<file path="config.mk">
export PLATFORM = sky130hd
export DESIGN_NAME = char_lcd_parallel_interface_flat
export DESIGN_NICKNAME = d
export VERILOG_FILES = /design/src/design/clcd_pkg.sv /design/src/design/clcd_req_if.sv /design/src/design/clcd_res_if.sv /design/src/design/clcd_cfg.sv /design/src/design/clcd_seq.sv /design/src/design/char_lcd_parallel_interface.sv /design/src/flat_wrapper.sv
export SDC_FILE = /design/constraint.sdc
export NUM_CORES = 1
export LEC_CHECK = 0
export BUFFER_PORTS_ARGS = -buffer_cell sky130_fd_sc_hd__buf_2
export CORE_ASPECT_RATIO = 1.4
export CORE_MARGIN = 4
export CORE_UTILIZATION = 50
export CTS_BUF_LIST = sky130_fd_sc_hd__clkbuf_8
export DETAILED_ROUTE_END_ITERATION = 10
export PLACE_DENSITY = 0.73
export SYNTH_ARGS = -nofsm -noshare
export SYNTH_HDL_FRONTEND = slang
export SYNTH_HIERARCHICAL = 1
export SYNTH_SLANG_ARGS = --single-unit
</file>
<file path="constraint.sdc">
create_clock -name i_clk -period 3.15 [get_ports i_clk]
set_input_delay 0.315 -clock i_clk [delete_from_list [all_inputs] [get_ports i_clk]]
set_output_delay 0.315 -clock i_clk [all_outputs]
set_load 0.02 [all_outputs]
</file>
<file path="src/design/clcd_pkg.sv">
// Shared types, constants and helper functions for the character LCD interface.
package clcd_pkg;

    localparam int unsigned CFG_IDX_W  = 3;
    localparam int unsigned TICK_W     = 8;
    localparam int unsigned STEP_W     = 4;
    localparam int unsigned PINS_W     = 12;

    localparam logic [CFG_IDX_W-1:0] CFG_POWER_UP  = 3'd0;
    localparam logic [CFG_IDX_W-1:0] CFG_FIRST_GAP = 3'd1;
    localparam logic [CFG_IDX_W-1:0] CFG_SHORT_GAP = 3'd2;
    localparam logic [CFG_IDX_W-1:0] CFG_READ      = 3'd3;
    localparam logic [CFG_IDX_W-1:0] CFG_WRITE     = 3'd4;

    localparam logic [7:0] RST_POWER_UP  = 8'd15;
    localparam logic [7:0] RST_FIRST_GAP = 8'd4;
    localparam logic [7:0] RST_SHORT_GAP = 8'd1;
    localparam logic [7:0] RST_READ      = 8'd1;
    localparam logic [7:0] RST_WRITE     = 8'd1;

    typedef logic [2:0] t_phase;

    localparam t_phase PH_POWER = 3'd0;
    localparam t_phase PH_READ  = 3'd1;
    localparam t_phase PH_RGAP  = 3'd2;
    localparam t_phase PH_WRITE = 3'd3;
    localparam t_phase PH_GAP   = 3'd4;
    localparam t_phase PH_IDLE  = 3'd5;

    localparam logic [STEP_W-1:0] STEP_LAST_WAKE = 4'd2;
    localparam logic [STEP_W-1:0] STEP_LAST_CMD  = 4'd7;
    localparam logic [STEP_W-1:0] STEP_DONE      = 4'd8;

    localparam int unsigned PIN_RS    = 8;
    localparam int unsigned PIN_RW    = 9;
    localparam int unsigned PIN_E     = 10;
    localparam int unsigned PIN_DRIVE = 11;

    typedef struct packed {
        logic [7:0] power_up_ticks;
        logic [7:0] first_gap_ticks;
        logic [7:0] short_gap_ticks;
        logic [7:0] read_ticks;
        logic [7:0] write_ticks;
    } t_cfg;

    typedef struct packed {
        logic       req_valid;
        logic       req_is_data;
        logic [7:0] req_byte;
        logic       busy_in;
    } t_req;

    typedef struct packed {
        logic       rs_pin;
        logic       rw_pin;
        logic       enable_pin;
        logic [7:0] bus_byte;
        logic       bus_drive;
        logic       req_taken;
        logic       ready_res;
    } t_res;

    function automatic logic [7:0] f_init_byte(input logic [2:0] idx);
        logic [7:0] b;
        unique case (idx)
            3'd0, 3'd1, 3'd2: b = 8'h30;
            3'd3: b = 8'h38;
            3'd4: b = 8'h10;
            3'd5: b = 8'h06;
            3'd6: b = 8'h01;
            default: b = 8'h0F;
        endcase
        return b;
    endfunction

    function automatic logic f_span_last(input logic [TICK_W-1:0] count,
                                         input logic [TICK_W-1:0] n);
        return ({1'b0, count} + {{TICK_W{1'b0}}, 1'b1}) >= {1'b0, n};
    endfunction

    function automatic logic [PINS_W-1:0] f_pins(input t_phase ph,
                                                 input logic [7:0] held,
                                                 input logic is_data);
        logic [PINS_W-1:0] idle;
        logic [PINS_W-1:0] p;
        idle = '0;
        idle[7:0] = held;
        idle[PIN_RS] = is_data;
        idle[PIN_DRIVE] = 1'b1;
        p = '0;
        unique case (ph)
            PH_READ: begin
                p[PIN_RW] = 1'b1;
                p[PIN_E] = 1'b1;
            end
            PH_RGAP: begin
                p[PIN_RW] = 1'b1;
            end
            PH_WRITE: begin
                p = idle;
                p[PIN_E] = 1'b1;
            end
            default: p = idle;
        endcase
        return p;
    endfunction

endpackage

</file>
<file path="src/design/clcd_req_if.sv">
// Request channel: one word per tick with the request and busy flag level.
interface clcd_req_if;
    logic       valid;
    logic       ready;
    logic       req_valid;
    logic       req_is_data;
    logic [7:0] req_byte;
    logic       busy_in;

    modport source (output valid, output req_valid, output req_is_data,
                    output req_byte, output busy_in, input ready);
    modport sink (input valid, input req_valid, input req_is_data,
                  input req_byte, input busy_in, output ready);
endinterface

</file>
<file path="src/design/clcd_res_if.sv">
// Result channel: pin levels and status for one tick.
interface clcd_res_if;
    logic       valid;
    logic       ready;
    logic       rs_pin;
    logic       rw_pin;
    logic       enable_pin;
    logic [7:0] bus_byte;
    logic       bus_drive;
    logic       req_taken;
    logic       ready_res;

    modport source (output valid, output rs_pin, output rw_pin, output enable_pin,
                    output bus_byte, output bus_drive, output req_taken,
                    output ready_res, input ready);
    modport sink (input valid, input rs_pin, input rw_pin, input enable_pin,
                  input bus_byte, input bus_drive, input req_taken,
                  input ready_res, output ready);
endinterface

</file>
<file path="src/design/clcd_cfg.sv">
// Timing configuration registers for the character LCD interface.
module clcd_cfg (
    input  logic                          i_clk,
    input  logic                          i_rst_n,
    input  logic                          i_cfg_we,
    input  logic [clcd_pkg::CFG_IDX_W-1:0] i_cfg_idx,
    input  logic [7:0]                    i_cfg_data,
    output clcd_pkg::t_cfg                o_cfg
);
    import clcd_pkg::*;

    t_cfg r_cfg;

    always_ff @(posedge i_clk) begin
        if (!i_rst_n) begin
            r_cfg.power_up_ticks  <= RST_POWER_UP;
            r_cfg.first_gap_ticks <= RST_FIRST_GAP;
            r_cfg.short_gap_ticks <= RST_SHORT_GAP;
            r_cfg.read_ticks      <= RST_READ;
            r_cfg.write_ticks     <= RST_WRITE;
        end else if (i_cfg_we) begin
            unique case (i_cfg_idx)
                CFG_POWER_UP:  r_cfg.power_up_ticks  <= i_cfg_data;
                CFG_FIRST_GAP: r_cfg.first_gap_ticks <= i_cfg_data;
                CFG_SHORT_GAP: r_cfg.short_gap_ticks <= i_cfg_data;
                CFG_READ:      r_cfg.read_ticks      <= i_cfg_data;
                CFG_WRITE:     r_cfg.write_ticks     <= i_cfg_data;
                default: ;
            endcase
        end
    end

    assign o_cfg = r_cfg;
endmodule

</file>
<file path="src/design/clcd_seq.sv">
// Init and transfer sequencer: state registers and per-tick result word.
module clcd_seq (
    input  logic           i_clk,
    input  logic           i_rst_n,
    input  logic           i_step,
    input  clcd_pkg::t_req i_word,
    input  clcd_pkg::t_cfg i_cfg,
    output clcd_pkg::t_res o_res
);
    import clcd_pkg::*;

    t_phase              r_phase, n_phase;
    logic [TICK_W-1:0]   r_tick, n_tick;
    logic [STEP_W-1:0]   r_step, n_step;
    logic [7:0]          r_held, n_held;
    logic                r_is_data, n_is_data;
    logic [PINS_W-1:0]   r_pins, n_pins;
    logic                taken;
    logic [STEP_W-1:0]   step_inc;
    logic [TICK_W-1:0]   tick_inc;
    logic [TICK_W-1:0]   gap_ticks;

    assign step_inc  = r_step + 4'd1;
    assign tick_inc  = r_tick + 8'd1;
    assign gap_ticks = (r_step == '0) ? i_cfg.first_gap_ticks : i_cfg.short_gap_ticks;

    always_comb begin
        n_phase   = r_phase;
        n_tick    = r_tick;
        n_step    = r_step;
        n_held    = r_held;
        n_is_data = r_is_data;
        taken     = 1'b0;
        unique case (r_phase)
            PH_POWER: begin
                if (f_span_last(r_tick, i_cfg.power_up_ticks)) begin
                    n_step    = '0;
                    n_held    = f_init_byte(3'd0);
                    n_is_data = 1'b0;
                    n_phase   = PH_READ;
                    n_tick    = '0;
                end else begin
                    n_tick = tick_inc;
                end
            end
            PH_READ: begin
                if (f_span_last(r_tick, i_cfg.read_ticks)) begin
                    n_tick  = '0;
                    n_phase = i_word.busy_in ? PH_RGAP : PH_WRITE;
                end else begin
                    n_tick = tick_inc;
                end
            end
            PH_RGAP: begin
                n_phase = PH_READ;
                n_tick  = '0;
            end
            PH_WRITE: begin
                if (f_span_last(r_tick, i_cfg.write_ticks)) begin
                    n_tick = '0;
                    if (r_step <= STEP_LAST_WAKE) begin
                        n_phase = PH_GAP;
                    end else if (r_step < STEP_LAST_CMD) begin
                        n_step    = step_inc;
                        n_held    = f_init_byte(step_inc[2:0]);
                        n_is_data = 1'b0;
                        n_phase   = PH_READ;
                    end else begin
                        n_step  = STEP_DONE;
                        n_phase = PH_IDLE;
                    end
                end else begin
                    n_tick = tick_inc;
                end
            end
            PH_GAP: begin
                if (f_span_last(r_tick, gap_ticks)) begin
                    n_step    = step_inc;
                    n_held    = f_init_byte(step_inc[2:0]);
                    n_is_data = 1'b0;
                    n_phase   = PH_READ;
                    n_tick    = '0;
                end else begin
                    n_tick = tick_inc;
                end
            end
            PH_IDLE: begin
                if (i_word.req_valid) begin
                    taken     = 1'b1;
                    n_held    = i_word.req_byte;
                    n_is_data = i_word.req_is_data;
                    n_phase   = PH_READ;
                    n_tick    = '0;
                end
            end
            default: begin
                n_phase = PH_IDLE;
                n_tick  = '0;
            end
        endcase
        n_pins = f_pins(n_phase, n_held, n_is_data);
    end

    always_ff @(posedge i_clk) begin
        if (!i_rst_n) begin
            r_phase   <= PH_POWER;
            r_tick    <= '0;
            r_step    <= '0;
            r_held    <= '0;
            r_is_data <= 1'b0;
            r_pins    <= f_pins(PH_POWER, 8'h00, 1'b0);
        end else if (i_step) begin
            r_phase   <= n_phase;
            r_tick    <= n_tick;
            r_step    <= n_step;
            r_held    <= n_held;
            r_is_data <= n_is_data;
            r_pins    <= n_pins;
        end
    end

    always_comb begin
        o_res.rs_pin     = r_pins[PIN_RS];
        o_res.rw_pin     = r_pins[PIN_RW];
        o_res.enable_pin = r_pins[PIN_E];
        o_res.bus_byte   = r_pins[7:0];
        o_res.bus_drive  = r_pins[PIN_DRIVE];
        o_res.req_taken  = taken;
        o_res.ready_res  = (r_phase == PH_IDLE);
    end

`ifndef SYNTHESIS
    a_pins_track_phase: assert property (@(posedge i_clk) disable iff (!i_rst_n)
        r_pins == f_pins(r_phase, r_held, r_is_data))
        else $error("pin levels out of step with phase");

    a_step_bound: assert property (@(posedge i_clk) disable iff (!i_rst_n)
        r_step <= STEP_DONE)
        else $error("init step beyond done");

    a_take_to_read: assert property (@(posedge i_clk) disable iff (!i_rst_n)
        (i_step && r_phase == PH_IDLE && i_word.req_valid) |=> (r_phase == PH_READ))
        else $error("accepted request did not start busy poll");

    a_idle_after_init: assert property (@(posedge i_clk) disable iff (!i_rst_n)
        (r_phase == PH_IDLE) |-> (r_step == STEP_DONE))
        else $error("idle before init sequence finished");
`endif
endmodule

</file>
<file path="src/design/char_lcd_parallel_interface.sv">
// Top level of the 8-bit character LCD interface: handshake and result register.
// The result word for a tick is registered and appears in the cycle after that tick is accepted.
// Throughput: one tick word per cycle while results drain; a new word is taken as the held one leaves.
// Stalls come only from the result register when its word has not been taken.
// Reset (synchronous, active low) restores default timing and restarts the power-up wait.
module char_lcd_parallel_interface (
    input  logic                           i_clk,
    input  logic                           i_rst_n,
    clcd_req_if.sink                       i_req,
    clcd_res_if.source                     o_res,
    input  logic                           i_cfg_we,
    input  logic [clcd_pkg::CFG_IDX_W-1:0] i_cfg_idx,
    input  logic [7:0]                     i_cfg_data
);
    import clcd_pkg::*;

    t_cfg cfg;
    t_req word;
    t_res res;
    t_res r_res;
    logic r_out_valid;
    logic step;

    assign i_req.ready = !r_out_valid || o_res.ready;
    assign step        = i_req.valid && i_req.ready;

    always_comb begin
        word.req_valid   = i_req.req_valid;
        word.req_is_data = i_req.req_is_data;
        word.req_byte    = i_req.req_byte;
        word.busy_in     = i_req.busy_in;
    end

    clcd_cfg u_cfg (
        .i_clk      (i_clk),
        .i_rst_n    (i_rst_n),
        .i_cfg_we   (i_cfg_we),
        .i_cfg_idx  (i_cfg_idx),
        .i_cfg_data (i_cfg_data),
        .o_cfg      (cfg)
    );

    clcd_seq u_seq (
        .i_clk   (i_clk),
        .i_rst_n (i_rst_n),
        .i_step  (step),
        .i_word  (word),
        .i_cfg   (cfg),
        .o_res   (res)
    );

    always_ff @(posedge i_clk) begin
        if (!i_rst_n) begin
            r_out_valid <= 1'b0;
        end else if (step) begin
            r_out_valid <= 1'b1;
        end else if (o_res.ready) begin
            r_out_valid <= 1'b0;
        end
    end

    always_ff @(posedge i_clk) begin
        if (step) begin
            r_res <= res;
        end
    end

    assign o_res.valid      = r_out_valid;
    assign o_res.rs_pin     = r_res.rs_pin;
    assign o_res.rw_pin     = r_res.rw_pin;
    assign o_res.enable_pin = r_res.enable_pin;
    assign o_res.bus_byte   = r_res.bus_byte;
    assign o_res.bus_drive  = r_res.bus_drive;
    assign o_res.req_taken  = r_res.req_taken;
    assign o_res.ready_res  = r_res.ready_res;

`ifndef SYNTHESIS
    a_no_take_on_stall: assert property (@(posedge i_clk) disable iff (!i_rst_n)
        (r_out_valid && !o_res.ready) |-> !i_req.ready)
        else $error("word taken while result stalled");

    a_valid_after_take: assert property (@(posedge i_clk) disable iff (!i_rst_n)
        step |=> r_out_valid)
        else $error("result missing after accepted word");

    a_drop_when_drained: assert property (@(posedge i_clk) disable iff (!i_rst_n)
        (r_out_valid && o_res.ready && !step) |=> !r_out_valid)
        else $error("result repeated after being taken");
`endif
endmodule
</file>
<file path="src/flat_wrapper.sv">
// flat-port wrapper written by rule: the top's interface ports become plain ports
module char_lcd_parallel_interface_flat import clcd_pkg::*;
  (i_clk, i_rst_n, i_cfg_we, i_cfg_idx, i_cfg_data, i_req_valid, i_req_req_valid, i_req_req_is_data, i_req_req_byte, i_req_busy_in, i_req_ready, o_res_valid, o_res_rs_pin, o_res_rw_pin, o_res_enable_pin, o_res_bus_byte, o_res_bus_drive, o_res_req_taken, o_res_ready_res, o_res_ready);
  clcd_req_if i_req_i ();
  clcd_res_if o_res_i ();
  input  logic i_clk;
  input  logic i_rst_n;
  input  logic i_cfg_we;
  input  logic [clcd_pkg::CFG_IDX_W-1:0] i_cfg_idx;
  input  logic [7:0] i_cfg_data;
  input wire logic [$bits(i_req_i.valid)-1:0] i_req_valid;
  input wire logic [$bits(i_req_i.req_valid)-1:0] i_req_req_valid;
  input wire logic [$bits(i_req_i.req_is_data)-1:0] i_req_req_is_data;
  input wire logic [$bits(i_req_i.req_byte)-1:0] i_req_req_byte;
  input wire logic [$bits(i_req_i.busy_in)-1:0] i_req_busy_in;
  output wire logic [$bits(i_req_i.ready)-1:0] i_req_ready;
  output wire logic [$bits(o_res_i.valid)-1:0] o_res_valid;
  output wire logic [$bits(o_res_i.rs_pin)-1:0] o_res_rs_pin;
  output wire logic [$bits(o_res_i.rw_pin)-1:0] o_res_rw_pin;
  output wire logic [$bits(o_res_i.enable_pin)-1:0] o_res_enable_pin;
  output wire logic [$bits(o_res_i.bus_byte)-1:0] o_res_bus_byte;
  output wire logic [$bits(o_res_i.bus_drive)-1:0] o_res_bus_drive;
  output wire logic [$bits(o_res_i.req_taken)-1:0] o_res_req_taken;
  output wire logic [$bits(o_res_i.ready_res)-1:0] o_res_ready_res;
  input wire logic [$bits(o_res_i.ready)-1:0] o_res_ready;
  assign i_req_i.valid = i_req_valid;
  assign i_req_i.req_valid = i_req_req_valid;
  assign i_req_i.req_is_data = i_req_req_is_data;
  assign i_req_i.req_byte = i_req_req_byte;
  assign i_req_i.busy_in = i_req_busy_in;
  assign i_req_ready = i_req_i.ready;
  assign o_res_valid = o_res_i.valid;
  assign o_res_rs_pin = o_res_i.rs_pin;
  assign o_res_rw_pin = o_res_i.rw_pin;
  assign o_res_enable_pin = o_res_i.enable_pin;
  assign o_res_bus_byte = o_res_i.bus_byte;
  assign o_res_bus_drive = o_res_i.bus_drive;
  assign o_res_req_taken = o_res_i.req_taken;
  assign o_res_ready_res = o_res_i.ready_res;
  assign o_res_i.ready = o_res_ready;
  char_lcd_parallel_interface u_core (.i_clk(i_clk), .i_rst_n(i_rst_n), .i_req(i_req_i), .o_res(o_res_i), .i_cfg_we(i_cfg_we), .i_cfg_idx(i_cfg_idx), .i_cfg_data(i_cfg_data));
endmodule
</file>
Yosys cells after proc, flatten, opt, wreduce, memory -nomap -nowiden
Index checks and enable logic that the tools add are counted.
- memory bits (writable): 0
- input port bits: 27
- memories: 0
- output and inout port bits: 16
- latch bits: 0
- logic and storage cells: 114
- ROM bits: 0
- register bits after elaboration: 91
- mux-type cells: 44
- shift-type cells: 0
- add/subtract/negate cells: 3
- equal/unequal tests: 23
- reduce and logical (&&, ||, !) cells: 19
- div/mod/pow operators: 0
- bitwise gates (word level): 0
- multiply operators: 0
- $lt $le $gt $ge: 6
- operators by type and width (operator ; count):
    2-to-1 mux 8 bit ; 12
    one-hot mux 8 bit (5 select lines) ; 1
    greater-or-equal comparator 9 x 8 -> 1 bit ; 4
    one-hot mux 8 bit (4 select lines) ; 1
    one-hot mux 6 bit (5 select lines) ; 1
    == test 3 x 2 -> 1 bit, second input constant ; 8
    2-to-1 mux 3 bit ; 7
    2-to-1 mux 4 bit ; 5
    == test 3 bit, second input constant ; 6
    one-hot mux 3 bit (6 select lines) ; 1
    2-to-1 mux 1 bit ; 13
    == test 3 x 1 -> 1 bit, second input constant ; 4
    one-hot mux 4 bit (3 select lines) ; 1
    AND reduction 2 bit ; 6
    inequality test 2 bit, second input constant ; 5
    adder 8 x 1 -> 9 bit, second input constant ; 1
    logical NOT 3 bit ; 3
    2-to-1 mux 9 bit ; 1
    adder 8 x 1 -> 8 bit, second input constant ; 1
    AND reduction 6 bit ; 1
    adder 4 x 1 -> 4 bit, second input constant ; 1
    <= comparator 4 x 2 -> 1 bit, second input constant ; 1
    logical NOT 4 bit ; 1
    less-than comparator 4 x 3 -> 1 bit, second input constant ; 1
    other kinds (8) ; 9

Longest topological paths before layout
- depth in word-level cells: 9
- mapped depth: 14
- depth with buffers taken out: 13

Cells and area by module
The synthesis kept the hierarchy.
- by module, submodules not included (module ; instances ; cells an instance ; sequential area each (µm²) ; area an instance (µm²)):
    clcd_seq ; 1 ; 399 ; 720.7 ; 3113.0
    clcd_cfg ; 1 ; 149 ; 800.8 ; 1539.0
    char_lcd_parallel_interface ; 1 ; 19 ; 440.4 ; 478.0

Worst setup path after synthesis
OpenSTA, ideal clock, no wires.
- path type: register -> register
- start: register u_core.u_seq.r_step[2]
- end: register u_core.u_seq.r_pins[0]
- cell stages (with the launch flop): 15
- setup time: 59 ps
- slack: -320 ps
- required time: 3091 ps
- path buffers: 2
- period minus slack after synthesis: 3470 ps
- data arrival time: 3411 ps
- cell sequence: dfxtp_1 > clkbuf_1 > nor2_1 > and2_1 > clkbuf_1 > mux2_2 > ha_1 > nor2b_1 > o21ai_0 > a211oi_2 > a21oi_1 > or4_4 > o211ai_4 > and2b_1 > a22o_1
- cells in the longest elaborated chain, start to end: 9
- elaborated cells on any way between the ends: 29
- classes of those cells: add/sub (1); order compare (3); eq/ne (8); mux (13); reduce/logical (4)
- RTL lines (what ; line ; RTL):
    from (decl) ; clcd_seq.sv:14 ; logic [STEP_W-1:0] r_step, n_step;
    from (signal assigned) ; clcd_seq.sv:115 ; r_step <= n_step;
    adder 4 x 1 -> 4 bit ; clcd_seq.sv:23 ; assign step_inc = r_step + 4'd1;
    == test 3 x 1 -> 1 bit (tied with other cells) ; clcd_pkg.sv:66 ; unique case (idx)
    OR reduction 3 bit ; clcd_pkg.sv:66 ;
    one-hot mux 6 bit (5 select lines) ; clcd_pkg.sv:66 ;
    2-to-1 mux 8 bit ; clcd_seq.sv:63 ; end else if (r_step < STEP_LAST_CMD) begin
    2-to-1 mux 8 bit ; clcd_seq.sv:61 ; if (r_step <= STEP_LAST_WAKE) begin
    2-to-1 mux 8 bit ; clcd_seq.sv:59 ; if (f_span_last(r_tick, i_cfg.write_ticks)) begin
    one-hot mux 8 bit (4 select lines) ; clcd_seq.sv:34 ; unique case (r_phase)
    2-to-1 mux 9 bit * ; clcd_pkg.sv:92 ; unique case (ph)
    to (signal assigned) ; clcd_seq.sv:111 ; r_pins <= f_pins(PH_POWER, 8'h00, 1'b0);
    to (signal assigned) ; clcd_seq.sv:118 ; r_pins <= n_pins;
    to (decl) ; clcd_seq.sv:17 ; logic [PINS_W-1:0] r_pins, n_pins;
Mark *: on every way between the ends. The rest lies on a longest branch, timed or not.
A chain may end at the register's enable or synchronous reset.

Final worst setup path
- start: register u_core.u_seq.r_tick[0]
- end: register u_core.u_seq.r_pins[3]
- cells in the longest elaborated chain, start to end: 7
- elaborated cells on any way between the ends: 18
- classes of those cells: add/sub (1); order compare (4); eq/ne (2); mux (10); reduce/logical (1)
- RTL lines (what ; line ; RTL):
    from (decl) ; clcd_seq.sv:13 ; logic [TICK_W-1:0] r_tick, n_tick;
    from (signal assigned) ; clcd_seq.sv:114 ; r_tick <= n_tick;
    adder 8 x 1 -> 9 bit * ; clcd_pkg.sv:79 ; return ({1'b0, count} + {{TICK_W{1'b0}}, 1'b1}) >= {1'b0, n};
    greater-or-equal comparator 9 x 8 -> 1 bit ; clcd_pkg.sv:79 ;
    2-to-1 mux 3 bit, on equally long branches ; n/a ;
    one-hot mux 3 bit (6 select lines) ; clcd_seq.sv:34 ;
    == test 3 x 2 -> 1 bit / == test 3 x 1 -> 1 bit (equally long branches) ; clcd_pkg.sv:92 ;
    OR reduction 2 bit (no source line) ; n/a ;
    2-to-1 mux 9 bit * ; clcd_pkg.sv:92 ;
Marked as above.

==> impl_metrics.tcl <==
set metrics [dict create \
    via_per_inst 5.64 \
    slew_headroom_pct 47.4 \
    pwr-share-comb_pct 11.9 \
    cp.arrival_ns 3.60 \
    initial_utilization_pct 51.5 \
    synth_edf_count 14 \
    sw_frac_of_total_pct 28.4 \
    grt_overflow 0 \
    p_sw_w 0.000642 \
    routed_wl_um 13100 \
    async_flop_share_pct 0 \
    synth_compound_area_share_pct 16.1 \
    ant_nets 0 \
    n_antenna_cell 0 \
    grt_max_degree 55 \
    hpwl_um 9700 \
    powerDensity_nw_per_um2 356 \
    critical_path_class "reg -> reg" \
    clockPowerShare_pct 34.4 \
    synth_cell_types 69 \
    power_w 0.00226 \
    slowest_stage "or4_4" \
    max_cap_violations 0 \
    ys_seq_area_share_pct 38.2 \
    yosysWarnings 6 \
    min_from "i_req_valid" \
    grt_antenna_before_repair 0 \
    vdd_drop_max_mv 0.329 \
    reg2regPathDepth 14 \
    crit_chain "ha_4 -> and4_4 -> nand2_4 -> xnor2_4 -> buf_6 -> ha_4 -> nand4_1 -> nor2_1 -> a211oi_2 -> a211oi_2 -> or4_4 -> o211ai_4 -> and2b_1 -> a22o_1" \
    fillCellCount 826 \
    crit_required_ns 3.47 \
    postLayoutCoreUtil_pct 63.8 \
    layoutNonFillerInstCount 789 \
    start_kind "flip-flop" \
    nNetsFinal 717 \
    fp-row-count 43 \
    tightest_slew_ns 0.785 \
    fin_ws_ns -0.135 \
    grt_pass1_vias 4420 \
    syn_avg_cell_area_um2 9.05 \
    die_w_um 93.6 \
    setup_viol 11 \
    die_y_um 128 \
    status "finished with violations" \
    cts_tree "done" \
    layout_commonest_cell "nand2_1" \
    synthXorXnorAreaFrac_pct 1.54 \
    post-place-cells 765 \
    fin_crit_ns 3.28 \
    worst_setup_path_end_kind "flip-flop" \
    dieArea_um2 12000 \
    worstSkewPairLatency_ns 0.37 \
    cp_slowest_stage_delay_ns 0.52 \
    rsz0062_at_grt "yes" \
    drc 0 \
    final.period_utilization_pct 104 \
    timing.rr.start "u_core/u_seq/r_tick[0]" \
    syn_area_um2 5130 \
    synthSimpleGateAreaFrac_pct 19.2 \
    r2r_slack_ns -0.13 \
    synth_top_family_by_area "simple AND/OR/NAND/NOR gates" \
    intPower_w 0.00162 \
    drive_gt1_share_pct 28.9 \
    drv_slew 0 \
    drt_pass1_iterations 4 \
    post_dp_cell_area_um2 5800 \
    skew_ns 0.0102 \
    drt_iter0_markers 217 \
    synthMuxAreaShare_pct 10.4 \
    synth_nets 635 \
    grtUsageTotal_pct 21.8 \
    cts-root-buf "clkbuf_8" \
    cts_sinks 91 \
    synthAdderAreaFrac_pct 10.0 \
    fmax_mhz 304 \
    worst_setup_hold_path_clk_slew_ns 0.10 \
    hold_class "in -> reg" \
    gp_congestion 0.941 \
    core_area_um2 9950 \
    layout_common_cells "78 x nand2_1, 73 x dfxtp_1, 54 x buf_4" \
    area.growth.synth_to_final_pct 23.8 \
    vias 4453 \
    fin_area_um2 6350 \
    wl_per_cell_um 16.6 \
    violations "setup timing" \
    cp_max_fo 6 \
    finalHoldViolations 0 \
    clock_path_buffers 2 \
    regArea_um2 1970 \
    cts_buffers 9 \
    synthCells 567 \
    multi_input_area_um2 3250 \
    grt_pass1_wl_um 20500 \
    p_leak_nw 2.78 \
    portBuffers 42 \
    io-pin-count 43 \
    crit_start "u_core/u_seq/r_tick[0]" \
    min_path_cells 3 \
    ys_ff_latch 91 \
    htreeDepth 3 \
    pwr-share-seq_pct 53.6 \
    ys.flop_type "dfxtp_1" \
]
==> cells by family after synthesis <==
kind of cell,Yosys count
AOI/OAI and AO/OA,119
adders and majority gates,41
xor gates and xnor gates,9
and+or+nand+nor,195
muxes,53
buffers and inverters,59
DFF,91
==> area by class of cell <==
type | count | share of cell area [%]
Clock inverter | 7 | 1.06
Inverter | 32 | 1.93
Clock buffer | 9 | 1.95
Tap cell | 135 | 2.66
Multi-Input combinational cell | 417 | 51.2
Timing Repair Buffer | 98 | 10.1
Sequential cell | 91 | 31.1
==> cells in the mapped netlist, drive strengths merged, types with 3 or more instances <==
cell    number  area share [%]
a21o         3            0.44
and4         3            0.61
nand2       80             5.9
o31ai        3            0.44
a22o         7             1.2
nand2b      13             1.7
a31oi        5            0.61
dfxtp       77              30
clkbuf      18             1.3
a211oi       7             1.2
buf          9            0.90
nand3       13             1.4
xnor2        4            0.68
o21ai       24             2.3
inv         32             2.3
nor2        33             2.4
a21boi       5            0.80
nand4        3            0.37
ha          41              10
o211ai       4            0.85
mux2i       51              10
nor3         7            0.78
xor2         5            0.85
a32oi        4            0.68
and2         6            0.78
a22oi        6            0.88
edfxtp      14             8.2
a21oi       33             3.2
or2          5            0.61
nor2b       15             1.8
==> layer usage <==
layer / vias to the layer above / wire [um] / global-route usage, %
li1: 2169 / - / -
met1: 2119 / 5020 / 22.7
met2: 118 / 6840 / 40.1
met3: 47 / 485 / 4.29
met4: 0 / 718 / 12.4
met5: - / 0 / 0
==> registers in the layout (all words and copies together) (netlist names), 3 cells and up <==
| name | cells |
|---|---|
| u_core/u_seq/r_phase | 3 |
| u_core/u_seq/r_held | 8 |
| u_core/u_seq/r_tick | 8 |
| u_core/u_cfg/o_cfg | 40 |
| u_core/u_seq/r_pins | 12 |
| u_core/o_res.bus_byte | 8 |
| u_core/u_seq/r_step | 4 |
==> timing repair <==
item                                    CTS  global route
resized for setup                        20            44
endpoints found under the setup margin   34            32
pin swaps                                10            31
hold buffers                              0             0
endpoints found under the hold margin     0             0
setup buffers                             3             6
==> power by group through the flow <==
stage / registers, W / clock network [W] / logic (W)
after floorplan: 0.00125 / 0 / 0.000142
after global routing: 0.00122 / 0.000837 / 0.000293
after CTS: 0.00121 / 0.000789 / 0.000259
after detailed placement: 0.00124 / 0 / 0.000252
final: 0.00121 / 0.000778 / 0.000270
after global placement: 0.00124 / 0 / 0.000242
==> path summary, 6_finish.rpt <==
path / endpoint
worst max-delay path: u_core/u_seq/r_pins[3]
worst min-delay path: u_core/o_res.valid
worst max register to register: u_core/u_seq/r_pins[3]
worst min register to register: u_core/o_res.bus_byte[1]
==> metrics by stage <==
step                      hold slack (ns)  setup WS, ns  TNS (ns)
after floorplan                     0.408       0.00464         0
after global placement              0.413        -0.185     -1.17
after detailed placement            0.416        -0.277     -4.96
after CTS                           0.176       0.00107         0
after global routing                0.183        -0.227     -3.15
final                               0.186        -0.135    -0.927
==> critical path: cells and delay by family (launching register included) <==
family                     cells  cell delay (ns)
xor gates and xnor gates       1             0.24
adders and majority gates      2             0.34
AOI/OAI and AO/OA              4             0.91
buffers and inverters          1             0.15
and+or+nand+nor                6             1.22
DFF                            1             0.38
(Power assumes the default switching activity.)
